<file path="src/rtl/core/array_doubly_linked_list_top_assert.svh">
// assertion macros for the linked list block
`ifndef ARRAY_DOUBLY_LINKED_LIST_TOP_ASSERT_SVH
`define ARRAY_DOUBLY_LINKED_LIST_TOP_ASSERT_SVH

// property checked at every edge outside reset
`define ADLL_ASSERT_HOLD(lbl, prop, msg) \
  lbl: assert property (@(posedge clk) disable iff (rst) (prop)) else $error(msg);

// condition implies a consequence in the next cycle
`define ADLL_ASSERT_NEXT(lbl, cond, nxt, msg) \
  lbl: assert property (@(posedge clk) disable iff (rst) (cond) |=> (nxt)) else $error(msg);

`endif

</file>
<file path="src/rtl/core/adll_pkg.sv">
`timescale 1ns / 1ps

package adll_pkg;

  typedef enum logic {
    FUNC_APPEND = 1'b0,
    FUNC_DELETE = 1'b1
  } func_t;

  typedef enum logic [1:0] {
    STATUS_DONE      = 2'd0,
    STATUS_FULL      = 2'd1,
    STATUS_EMPTY     = 2'd2,
    STATUS_NOT_FOUND = 2'd3
  } status_t;

  localparam int SLOT_W = 4;

  typedef struct packed {
    status_t             status;
    logic [SLOT_W-1:0]   slot;
  } result_t;

endpackage

</file>
<file path="src/rtl/core/adll_ram.sv">
`timescale 1ns / 1ps

module adll_ram #(
  parameter int DEPTH = 16,
  parameter int WIDTH = 5
) (
  input  logic                     clk,
  input  logic                     we,
  input  logic [$clog2(DEPTH)-1:0] waddr,
  input  logic [WIDTH-1:0]         wmask,
  input  logic [WIDTH-1:0]         wdata,
  input  logic                     re,
  input  logic [$clog2(DEPTH)-1:0] raddr,
  output logic [WIDTH-1:0]         rdata
);

  logic [WIDTH-1:0] mem [DEPTH];

  // bit-masked write port
  always_ff @(posedge clk) begin
    for (int b = 0; b < WIDTH; b++) begin
      if (we && wmask[b]) begin
        mem[waddr][b] <= wdata[b];
      end
    end
  end

  always_ff @(posedge clk) begin
    if (re) begin
      rdata <= mem[raddr];
    end
  end

endmodule

</file>
<file path="src/rtl/core/adll_out.sv">
`timescale 1ns / 1ps

module adll_out (
  input  logic              clk,
  input  logic              rst,
  input  logic              in_valid,
  output logic              in_ready,
  input  adll_pkg::result_t in_res,
  output logic              m_tvalid,
  input  logic              m_tready,
  output logic [7:0]        m_tdata,  // slot[3:0], zero fill
  output logic [1:0]        m_tuser   // status[1:0]
);

  adll_pkg::result_t held;

  assign in_ready = !m_tvalid || m_tready;

  always_ff @(posedge clk) begin
    if (rst) begin
      m_tvalid <= 1'b0;
    end else if (in_ready) begin
      m_tvalid <= in_valid;
    end
  end

  always_ff @(posedge clk) begin
    if (in_ready && in_valid) begin
      held <= in_res;
    end
  end

  assign m_tdata = 8'(held.slot);
  assign m_tuser = held.status;

endmodule

</file>
<file path="src/rtl/core/array_doubly_linked_list_top.sv">
`timescale 1ns / 1ps
// channel | direction | tvalid/tready     | payload
// s       | in        | s_tvalid/s_tready | tdata key_value[31:0], tuser func
// m       | out       | m_tvalid/m_tready | tdata slot[3:0], tuser status[1:0]
//
// append: A_WAIT then RESP to an empty list, A_WAIT, A_LINK, RESP otherwise; RESP hands off the result
// delete: D_WALK moves slot by slot up to the match, then D_FIX and RESP;
//   the walk is paced by the registered read of the link and key memories
// full and empty results come back without touching the memories
// reset is synchronous; no clearing pass, a fill count stands in for the free chain
// a stalled result waits in the output register while the next beat is taken

`include "array_doubly_linked_list_top_assert.svh"

module array_doubly_linked_list_top #(
  parameter int DEPTH = 16
) (
  input  logic        clk,
  input  logic        rst,
  input  logic        s_tvalid,
  output logic        s_tready,
  input  logic [31:0] s_tdata,  // key_value[31:0]
  input  logic [0:0]  s_tuser,  // func
  output logic        m_tvalid,
  input  logic        m_tready,
  output logic [7:0]  m_tdata,  // slot[3:0], zero fill
  output logic [1:0]  m_tuser   // status[1:0]
);

  localparam int LW = $clog2(DEPTH + 1);
  localparam int AW = $clog2(DEPTH);
  localparam int KW = 32;
  localparam logic [LW-1:0] NIL = LW'(DEPTH);

  typedef enum logic [5:0] {
    ST_IDLE   = 6'b000001,
    ST_A_WAIT = 6'b000010,
    ST_A_LINK = 6'b000100,
    ST_D_WALK = 6'b001000,
    ST_D_FIX  = 6'b010000,
    ST_RESP   = 6'b100000
  } state_t;

  state_t              state;
  logic [LW-1:0]       free_head;
  logic [LW-1:0]       list_head;
  logic [LW-1:0]       list_tail;
  logic [LW-1:0]       fill;
  logic [LW-1:0]       cur;
  logic [LW-1:0]       before_link;
  logic [LW-1:0]       after_link;
  logic [AW-1:0]       steps;
  logic signed [KW-1:0] key;
  adll_pkg::result_t   res;
  logic                res_ready;

  logic                nx_we;
  logic [LW-1:0]       nx_wlink;
  logic [LW-1:0]       nx_wdata;
  logic                nx_re;
  logic [LW-1:0]       nx_rlink;
  logic [LW-1:0]       nx_rdata;
  logic                nx_fresh;
  logic [LW-1:0]       nx_rd_link;
  logic [LW-1:0]       nx_link;

  logic                nd_we;
  logic [LW-1:0]       nd_wlink;
  logic [KW+LW-1:0]    nd_wmask;
  logic [KW+LW-1:0]    nd_wdata;
  logic                nd_re;
  logic [KW+LW-1:0]    nd_rdata;
  logic [KW-1:0]       nd_key;
  logic [LW-1:0]       nd_prev;

  logic                s_beat;
  logic                key_hit;
  logic                walk_end;

  assign s_tready = (state == ST_IDLE);
  assign s_beat   = s_tvalid && s_tready;

  // slots at or above the fill count were never taken: their link is the next slot
  assign nx_link  = nx_fresh ? LW'(nx_rd_link + LW'(1)) : nx_rdata;
  assign nd_key   = nd_rdata[KW+LW-1:LW];
  assign nd_prev  = nd_rdata[LW-1:0];
  assign key_hit  = (key == $signed(nd_key));
  assign walk_end = (nx_link == NIL) || (steps == AW'(DEPTH - 1));

  always_comb begin
    nx_we    = 1'b0;
    nx_wlink = cur;
    nx_wdata = NIL;
    nx_re    = 1'b0;
    nx_rlink = cur;
    nd_we    = 1'b0;
    nd_wlink = cur;
    nd_wmask = '1;
    nd_wdata = {key, NIL};
    nd_re    = 1'b0;
    case (state)
      ST_IDLE: begin
        if (s_beat) begin
          if (adll_pkg::func_t'(s_tuser[0]) == adll_pkg::FUNC_APPEND) begin
            nx_re    = (free_head != NIL);
            nx_rlink = free_head;
          end else begin
            nx_re    = (list_head != NIL);
            nd_re    = (list_head != NIL);
            nx_rlink = list_head;
          end
        end
      end
      ST_A_WAIT: begin
        nx_we    = 1'b1;
        nx_wlink = cur;
        nx_wdata = NIL;
        nd_we    = 1'b1;
        nd_wlink = cur;
        nd_wdata = {key, (list_head == NIL) ? NIL : list_tail};
      end
      ST_A_LINK: begin
        nx_we    = 1'b1;
        nx_wlink = list_tail;
        nx_wdata = cur;
      end
      ST_D_WALK: begin
        if (key_hit) begin
          nx_we    = 1'b1;
          nx_wlink = cur;
          nx_wdata = free_head;
        end else if (!walk_end) begin
          nx_re    = 1'b1;
          nd_re    = 1'b1;
          nx_rlink = nx_link;
        end
      end
      ST_D_FIX: begin
        nx_we    = (before_link != NIL);
        nx_wlink = before_link;
        nx_wdata = after_link;
        nd_we    = (after_link != NIL);
        nd_wlink = after_link;
        nd_wmask = {{KW{1'b0}}, {LW{1'b1}}};
        nd_wdata = {{KW{1'b0}}, before_link};
      end
      default: begin
      end
    endcase
  end

  always_ff @(posedge clk) begin
    if (nx_re) begin
      nx_fresh   <= (nx_rlink >= fill);
      nx_rd_link <= nx_rlink;
    end
  end

  always_ff @(posedge clk) begin
    if (rst) begin
      state     <= ST_IDLE;
      free_head <= '0;
      list_head <= NIL;
      list_tail <= NIL;
      fill      <= '0;
    end else begin
      case (state)
        ST_IDLE: begin
          if (s_beat) begin
            key   <= $signed(s_tdata);
            steps <= '0;
            if (adll_pkg::func_t'(s_tuser[0]) == adll_pkg::FUNC_APPEND) begin
              cur <= free_head;
              if (free_head == NIL) begin
                res   <= '{status: adll_pkg::STATUS_FULL, slot: '0};
                state <= ST_RESP;
              end else begin
                state <= ST_A_WAIT;
              end
            end else begin
              cur <= list_head;
              if (list_head == NIL) begin
                res   <= '{status: adll_pkg::STATUS_EMPTY, slot: '0};
                state <= ST_RESP;
              end else begin
                state <= ST_D_WALK;
              end
            end
          end
        end
        ST_A_WAIT: begin
          free_head <= nx_link;
          if (cur == fill) begin
            fill <= LW'(fill + LW'(1));
          end
          res <= '{status: adll_pkg::STATUS_DONE, slot: adll_pkg::SLOT_W'(cur)};
          if (list_head == NIL) begin
            list_head <= cur;
            list_tail <= cur;
            state     <= ST_RESP;
          end else begin
            state <= ST_A_LINK;
          end
        end
        ST_A_LINK: begin
          list_tail <= cur;
          state     <= ST_RESP;
        end
        ST_D_WALK: begin
          if (key_hit) begin
            before_link <= nd_prev;
            after_link  <= nx_link;
            free_head   <= cur;
            state       <= ST_D_FIX;
          end else if (walk_end) begin
            res   <= '{status: adll_pkg::STATUS_NOT_FOUND, slot: '0};
            state <= ST_RESP;
          end else begin
            cur   <= nx_link;
            steps <= AW'(steps + AW'(1));
          end
        end
        ST_D_FIX: begin
          if (before_link == NIL) begin
            list_head <= after_link;
          end
          if (after_link == NIL) begin
            list_tail <= before_link;
          end
          res   <= '{status: adll_pkg::STATUS_DONE, slot: adll_pkg::SLOT_W'(cur)};
          state <= ST_RESP;
        end
        ST_RESP: begin
          if (res_ready) begin
            state <= ST_IDLE;
          end
        end
        default: begin
          state <= ST_IDLE;
        end
      endcase
    end
  end

  adll_ram #(
    .DEPTH (DEPTH),
    .WIDTH (LW)
  ) u_next_ram (
    .clk   (clk),
    .we    (nx_we),
    .waddr (nx_wlink[AW-1:0]),
    .wmask ({LW{1'b1}}),
    .wdata (nx_wdata),
    .re    (nx_re),
    .raddr (nx_rlink[AW-1:0]),
    .rdata (nx_rdata)
  );

  adll_ram #(
    .DEPTH (DEPTH),
    .WIDTH (KW + LW)
  ) u_node_ram (
    .clk   (clk),
    .we    (nd_we),
    .waddr (nd_wlink[AW-1:0]),
    .wmask (nd_wmask),
    .wdata (nd_wdata),
    .re    (nd_re),
    .raddr (nx_rlink[AW-1:0]),
    .rdata (nd_rdata)
  );

  adll_out u_out (
    .clk      (clk),
    .rst      (rst),
    .in_valid (state == ST_RESP),
    .in_ready (res_ready),
    .in_res   (res),
    .m_tvalid (m_tvalid),
    .m_tready (m_tready),
    .m_tdata  (m_tdata),
    .m_tuser  (m_tuser)
  );

  `ADLL_ASSERT_HOLD(a_ends_agree, (state != ST_IDLE) || ((list_head == NIL) == (list_tail == NIL)), "list head and tail disagree on empty")
  `ADLL_ASSERT_HOLD(a_fill_bound, fill <= NIL, "fill count beyond depth")
  `ADLL_ASSERT_HOLD(a_full_means_filled, (state != ST_IDLE) || (free_head != NIL) || (fill == NIL), "free list empty before all slots were taken")
  `ADLL_ASSERT_HOLD(a_walk_in_range, (state != ST_D_WALK) || (cur != NIL), "walk reached the null link")
  `ADLL_ASSERT_NEXT(a_result_loaded, (state == ST_RESP) && res_ready, m_tvalid, "result not loaded into output register")

endmodule
</file>
<file path="config.mk">
export PLATFORM = sky130hd
export DESIGN_NAME = array_doubly_linked_list_top
export DESIGN_NICKNAME = d
export VERILOG_FILES = /design/src/rtl/core/adll_pkg.sv /design/src/rtl/core/adll_ram.sv /design/src/rtl/core/adll_out.sv /design/src/rtl/core/array_doubly_linked_list_top.sv
export VERILOG_INCLUDE_DIRS = /design/src /design/src/rtl/core
export SDC_FILE = /design/constraint.sdc
export NUM_CORES = 1
export LEC_CHECK = 0
export BUFFER_PORTS_ARGS = -buffer_cell sky130_fd_sc_hd__buf_2
export CORE_MARGIN = 2
export CORE_UTILIZATION = 56
export DETAILED_ROUTE_END_ITERATION = 7
export GPL_TIMING_DRIVEN = 0
export PLACE_DENSITY = 0.77
export SYNTH_ARGS = -nofsm -noshare
export SYNTH_HDL_FRONTEND = slang
export SYNTH_SLANG_ARGS = --single-unit
export TNS_END_PERCENT = 1
</file>
<file path="constraint.sdc">
create_clock -name clk -period 3.7 [get_ports clk]
set_input_delay 0.555 -clock clk [delete_from_list [all_inputs] [get_ports clk]]
set_output_delay 0.555 -clock clk [all_outputs]
set_load 0.01 [all_outputs]
</file>
### After elaboration in Yosys (flattened, before gate mapping)

Memories as Yosys holds them, arrays and structs flattened. A register that Yosys moved wholly into a read port is not among the register bits.
Index checks and enable logic that the tools add are counted.

| word-level totals | value |
|---|---|
| memories kept | 2 |
| output and inout port bits | 12 |
| input bits | 37 |
| flip-flop bits (word level) | 96 |
| logic and storage cells | 240 |
| bits in writable memories | 672 |

| cells by class | value |
|---|---|
| mux-type cells | 127 |
| eq/ne operators | 30 |
| reductions and logical operators | 59 |
| bitwise gates (word level) | 1 |
| $lt $le $gt $ge | 1 |
| add/sub/neg operators | 3 |

Memory list:

| memory | words | width | rd ports | clocked after memory_dff | write ports | RTL line | RTL |
|---|---|---|---|---|---|---|---|
| u_node_ram.mem | 16 | 37 | 1 | 1 | 1 | adll_ram.sv:17 | `logic [WIDTH-1:0] mem [DEPTH];` |
| u_next_ram.mem | 16 | 5 | 1 | 1 | 1 | adll_ram.sv:17 |  |

Operator list:

| cell | number |
|---|---|
| 6-bit two-way mux | 14 |
| 1-bit two-way mux | 83 |
| 37-bit case mux with 2 select lines | 1 |
| 5-bit two-way mux | 11 |
| 1-bit logical AND | 39 |
| 37-bit two-way mux | 1 |
| 32-bit == test | 1 |
| 5-bit case mux with 2 select lines | 3 |
| 5-bit case mux with 3 select lines | 2 |
| 6-bit case mux with 5 select lines | 1 |
| 5-bit == test, second input constant | 5 |
| 5-bit inequality test, second input constant | 4 |
| 6-bit case mux with 3 select lines | 1 |
| 4-bit two-way mux | 4 |
| 2-bit inequality test, second input constant | 8 |
| 4-bit case mux with 2 select lines | 2 |
| 3-bit AND reduction | 5 |
| 5-bit by 1-bit adder with 5-bit output, second input constant | 2 |
| 7-bit AND reduction | 1 |
| 6-bit by 1-bit == test with 1-bit output, second input constant | 1 |
| 6-bit by 2-bit == test with 1-bit output, second input constant | 1 |
| 6-bit by 3-bit == test with 1-bit output, second input constant | 1 |
| 6-bit by 4-bit == test with 1-bit output, second input constant | 1 |
| 6-bit by 5-bit == test with 1-bit output, second input constant | 1 |
| other kinds (19) | 28 |

### Longest topological paths before layout

| logic depth | value |
|---|---|
| depth after elaboration | 8 |
| gate-level depth with buffers | 16 |
| depth with buffers taken out | 15 |

### Hierarchy

From an unflattened synthesis, not the netlist that was laid out.

| unflattened totals | value |
|---|---|
| cell total of the unflattened synthesis | 2,404 |
| area total of the unflattened synthesis | 34,613.2 um^2 |

By module, submodules not included:

| module | area each (um^2) | cells each | sequential area each (um^2) | instances |
|---|---|---|---|---|
| adll_ram (u_node_ram) | 26,038.7 | 1,688 | 18,888.1 | 1 |
| array_doubly_linked_list_top | 4,708.3 | 455 | 2,412.3 | 1 |
| adll_ram (u_next_ram) | 3,597.2 | 245 | 2,552.4 | 1 |
| adll_out | 269.0 | 16 | 200.2 | 1 |

### Worst setup path after synthesis

Ideal clock, no wire load.

| path | value |
|---|---|
| path kind | reg-to-reg |
| start | register nx_rd_link[0] |
| end | register nx_fresh, data pin |
| required time | 3.443 ns |
| slack | 0.089 ns |
| setup time | 0.257 ns |
| stages on the path, launching flop included | 17 |
| arrival time | 3.354 ns |
| period minus slack after synthesis | 3.611 ns |
| buffers on the path | 3 |
| cell sequence | edfxtp_1 ha_1 xnor2_1 nand4b_1 a22o_1 o21ai_1 nand3b_2 mux2i_1 buf_2 buf_2 buf_2 ha_1 a21o_1 a21oi_1 nor2b_1 o21ai_0 nand2b_1 |

| on the way | value |
|---|---|
| longest elaborated chain between the ends | 8 |

Ends and longest elaborated chain:

| what | RTL line | RTL |
|---|---|---|
| from (decl) | array_doubly_linked_list_top.sv:64 | `logic [LW-1:0] nx_rd_link;` |
| from (signal assigned) | array_doubly_linked_list_top.sv:155 | `nx_rd_link <= nx_rlink;` |
| 5-bit by 1-bit adder with 5-bit output (*) | array_doubly_linked_list_top.sv:84 | `assign nx_link = nx_fresh ? LW'(nx_rd_link + LW'(1)) : nx_rdata;` |
| 5-bit two-way mux (*) | array_doubly_linked_list_top.sv:84 |  |
| 5-bit == test | array_doubly_linked_list_top.sv:88 | `assign walk_end = (nx_link == NIL) \|\| (steps == AW'(DEPTH - 1));` |
| 1-bit logical OR | array_doubly_linked_list_top.sv:88 |  |
| 5-bit two-way mux (*) | array_doubly_linked_list_top.sv:132 | `end else if (!walk_end) begin` |
| 5-bit two-way mux (*) | array_doubly_linked_list_top.sv:128 | `if (key_hit) begin` |
| 5-bit case mux with 2 select lines (*) | -- |  |
| net nx_rlink[1] | array_doubly_linked_list_top.sv:61 | `logic [LW-1:0] nx_rlink;` |
| 5-bit greater-or-equal comparator (*) | array_doubly_linked_list_top.sv:154 | `nx_fresh <= (nx_rlink >= fill);` |
| to (signal assigned) | array_doubly_linked_list_top.sv:154 |  |
| to (decl) | array_doubly_linked_list_top.sv:63 | `logic nx_fresh;` |

Mark *: on every way through the listed nets, which the timed path passes. The rest lies on a longest branch.
A chain may end at the register's enable or synchronous reset.

### Final worst setup path

| path | value |
|---|---|
| start | register key[29] |
| end | register u_node_ram.rdata[10], read port of u_node_ram.mem, data pin |

| on the way | value |
|---|---|
| longest elaborated chain between the ends | 3 |
| elaborated cells on any way between the ends | 5 |
| classes of those cells | 1 x eq/ne; 4 x mux |

Ends and longest elaborated chain:

| what | RTL line | RTL |
|---|---|---|
| from (decl) | array_doubly_linked_list_top.sv:53 | `logic signed [KW-1:0] key;` |
| from (signal assigned) | array_doubly_linked_list_top.sv:170 | `key <= $signed(s_tdata);` |
| 32-bit == test (*) | array_doubly_linked_list_top.sv:87 | `assign key_hit = (key == $signed(nd_key));` |
| 5-bit two-way mux / 1-bit two-way mux (equally long branches) | array_doubly_linked_list_top.sv:128 |  |
| 5-bit case mux with 2 select lines / 1-bit case mux with 2 select lines (equally long branches) | -- |  |
| to (decl) | adll_ram.sv:14 | `output logic [WIDTH-1:0] rdata` |

Every way passes the cells marked *; elsewhere a longest branch is shown, timed or not.

==> results.txt <==
----------------------------------------------------
[Status]
  Run status ... complete, but fails checks
  Failing checks ... negative setup slack

[CTS]
  CTS tree ... yes
  Clock buffers created by TritonCTS ... 80
  Number of buffers between clock root and the deepest sink ... 3
  Hold buffers post-CTS ... 0
  Clk root buf ... clkbuf_16
  TritonCTS Sinks ... between 800 and 900
  Worst skew pair latency ... ~0.64 ns
  CTS H-tree depth ... 3
  Clock edge transition at the registers on the reported setup and hold paths ... approximately 0.060 ns

[Global routing]
  GRT Total Usage ... 26.73%
  Total gr overflow ... 0
  Largest net degree at the start of global routing ... 24
  First-pass GRT wire length ... about 110 mm
  Number of global-route vias before repair ... between 15000 and 20000
  Number of antenna violations at the first check in global routing ... 1

[Place]
  Total half-perimeter wirelength after legalization and detailed placement ... 48.49 mm
  Last weighted congestion value of the routability-driven placer ... just under 0.9
  Number of input and output port buffers inserted ... 42
  Cell Count Post-Placement ... 2692

[Timing]
  Minimum clock period ... about 4 ns
  Hold Slack ... 0.08806 ns
  Final Slew Violations ... 0
  Worst-case clock skew ... 0.02428 ns
  F_max ... between 200 and 300 MHz
  Final cycle utilization of the critical path ... 107.6%
  Smallest setup slack after layout ... -0.2811 ns
  Final setup violation count ... 43
  Count of endpoints failing hold in the final timing report ... 0
  Unrepaired setup endpoints after global routing ... yes
  Remaining max-slew budget at the tightest pin ... 7.164%
  Transition time at the pin with the least slew margin ... 1.378 ns

[Synthesis]
  Parity-gate share of the synthesized area counting xor and xnor cells ... 1.261%
  Most used flip-flop cell after synthesis ... edfxtp_1
  Post-synth EDFFs ... roughly 780
  YS warnings ... 0
  Sequential area share after synthesis ... approximately three quarters
  Flip-flop and latch count after synthesis ... ~800
  Area share of fa/ha/maj cells after synthesis ... less than 1%
  Unique masters post-synth ... 56
  Fraction of registers with async set or reset after synthesis ... 0%
  Area contributors post-synth ... edfxtp_1 (74%), mux2i_1 (9.5%), o22ai_1 (2.5%), dfxtp_1 (1.7%), mux2_2 (1.6%)
  Post-Synthesis Mean Instance Area ... roughly 17 um^2
  Post-Syn Area ... 31960 um^2
  Compound-cell area share of the yosys netlist ... 5.402%
  Post-synthesis cell type with the largest combined area ... edfxtp_1
  Combinational family with the most area after synthesis ... multiplexers
  Synthesized instance count ... 1873
  Area share of the leading cell type in the synthesized netlist ... 73.57%
  Mux contribution to synthesized area ... 11.11%
  Post-synthesis share of cell area spent on and, or, nand and nor gates ... 5.027%

[Worst setup path]
  Crit Path Class ... flip-flop to flip-flop
  CP Data Arrival Time ... 4.34 ns
  Largest driver fanout on the critical path ... 10
  CP Capture Type ... flip-flop
  Startpoint type of the worst setup path ... flip-flop
  CP Data Required Time ... 4.06 ns

[Layout]
  Register area ... 24050 um^2
  Number of antenna diodes ... 0
  Net count, final ... ~2100
  Number of filler cells placed in the layout ... ~3700
  Area of combinational cells with multiple inputs ... 7821 um^2
  Fraction of final layout cells with drive strength greater than 1 ... 18.34%
  Area growth syn-to-layout ... 16.00%
  Final instance count without filler cells ... 2855

[Route]
  First-iteration detailed-routing DRC count ... approximately 2300
  Routed vias ... approximately 18000
  Antenna Violating Nets Remaining ... 0
  DRC violation count after routing ... 0
  Final WL ... about 79 mm
  Drt via density ... 6.386
  Number of search-and-repair iterations in the first detailed-routing pass ... 6
  Per-cell routed wire length ... 27.79 um

[Run]
  Reported max-cap violation count ... 0

[Power and ir drop]
  Proportion of power drawn by the clock network ... a little under two fifths
  Worst VDD drop ... ~450 uV
  Combinational power share ... roughly an eighth
  Leakage power total ... 12.64 nW
  Net switching power of the design ... 0.005210 W
  Power density of the placed cells ... between 500 and 600 nW/um^2
  Pint ... roughly 0.016 W
  Proportion of total power due to net switching ... 24.50%
  Sequential cell fraction of total power ... 48.7%

[Die]
  Die Footprint ... between 50000 and 60000 um^2
  Initial standard-cell utilization of the core ... 56.68%
  Core region area ... 56390 um^2
  Number of primary I/O pins ... 49
  Vertical die dimension ... ~240 um
  Die extent in x ... 242.9 um
  Rows ... 87

[Worst hold path]
  HP Class ... primary input to flip-flop

----------------------------------------------------
## path summary, 6_finish.rpt
check                                        from                              to  slack (ns)  depth (start not counted)
worst max-delay path            key[29]$_DFFE_PP_  u_node_ram.rdata[10]$_DFFE_PP_       -0.28                         11
worst max register to register  key[29]$_DFFE_PP_  u_node_ram.rdata[10]$_DFFE_PP_       -0.28                         11
worst min register to register   res[5]$_DFFE_PP_      u_out.m_tuser[1]$_DFFE_PP_        0.42                          0
worst min-delay path                  s_tdata[16]               key[16]$_DFFE_PP_        0.09                          1
## registers in the layout (all words and copies together), names as in the netlist, 6 cells and up
register,cells
key,32
res,6
u_next_ram.mem,80
u_node_ram.mem,592
state,6
u_node_ram.rdata,37
## cells in the final DEF (no fill, tap or decap), types with 33 or more instances in the layout
| master | instances |
|---|---|
| edfxtp_1 | 783 |
| mux2i_1 | 301 |
| o22ai_1 | 126 |
| clkbuf_16 | 82 |
| nor2_1 | 70 |
| buf_2 | 50 |
| mux2_2 | 45 |
| o2bb2ai_1 | 42 |
| or4_1 | 40 |
| and2_1 | 39 |
| buf_4 | 39 |
| clkbuf_1 | 38 |
| nand2_1 | 33 |
## power by group through the flow
stage                     registers (W)  clock network (W)  logic [W]
after floorplan                  0.0105                  0    0.00162
after global placement           0.0105                  0    0.00234
after detailed placement         0.0105                  0    0.00244
after CTS                        0.0104            0.00813    0.00266
after global routing             0.0104            0.00849    0.00292
final                            0.0104            0.00811    0.00280
## cell families (layout without fill, tap and decap cells)
| group | after synthesis | in the layout |
|---|---|---|
| AO/OA/AOI/OAI | 248 | 248 |
| buffers and inverters | 117 | 340 |
| other | 1 | 4 |
| flip-flops | 810 | 810 |
| XOR/XNOR | 46 | 46 |
| multiplexers | 349 | 349 |
| AND/OR/NAND/NOR | 294 | 294 |
| adder cells (fa/ha/maj) | 8 | 8 |
## worst max-delay path, stage by stage (launching register included)
cell and delay, ns:
edfxtp_1 0.49, xnor2_4 0.34, nand4_1 0.33, nor4_4 0.31, nand2_4 0.15, and4_4 0.24
a311oi_4 0.53, nand3b_1 0.26, buf_4 0.19, buf_12 0.16, o22ai_1 0.12, or4_1 0.56
## cell usage after synthesis, drive strengths merged, types with 8 or more instances
master	n
buf	56
nor4	10
o2bb2ai	42
nand2	36
a311oi	8
nand3	12
a21oi	25
ha	8
and2	39
mux2	45
dfxtp	27
clkbuf	41
inv	18
nand4	10
nor3b	8
edfxtp	783
o21ai	13
xnor2	41
mux2i	304
nand3b	11
or4	44
o22ai	126
nor2	91
## cell type report
type / count / share of cell area [%]
timing repair buffer: 78 / 2.045
clock inverter: 44 / 1.289
sequential: 810 / 64.88
inverter: 20 / 0.2059
clock buffer: 102 / 5.764
buffer: 96 / 2.173
tap: 756 / 2.551
multi-input combinational: 949 / 21.10
## metal layers
metal	global-route usage [%]	up-vias	part of all wire, %
li1	-	7762	-
met1	35.68	9055	38
met2	42.93	1194	48
met3	6.092	219	11
met4	10.66	2	3.9
met5	0	-	0.018
## repair_timing
action / 4_1_cts / 5_1_grt
cloned: 1 / 0
resized for setup: 130 / 58
endpoints found under the hold margin: 0 / 0
setup endpoints to repair: 193 / 201
pin swaps: 7 / 7
buffers inserted: 12 / 5
## metrics by stage
| step | worst slack (ns) | setup TNS (ns) | cell area (um^2) | power [W] | util, % |
|---|---|---|---|---|---|
| after CTS | -0.3089 | -10.86 | 36810 | 0.02115 | 65.29 |
| after global placement | -1.997 | -1116.11 | 33130 | 0.01289 | 58.75 |
| after floorplan | 0.08890 | 0 | 31970 | 0.01213 | - |
| after global routing | -0.3001 | -14.26 | 37080 | 0.02178 | 65.75 |
| final | -0.2811 | -9.197 | 37080 | 0.02126 | 65.75 |
| after detailed placement | -1.908 | -112.32 | 33640 | 0.01298 | 59.66 |
(Power assumes the default switching activity.)
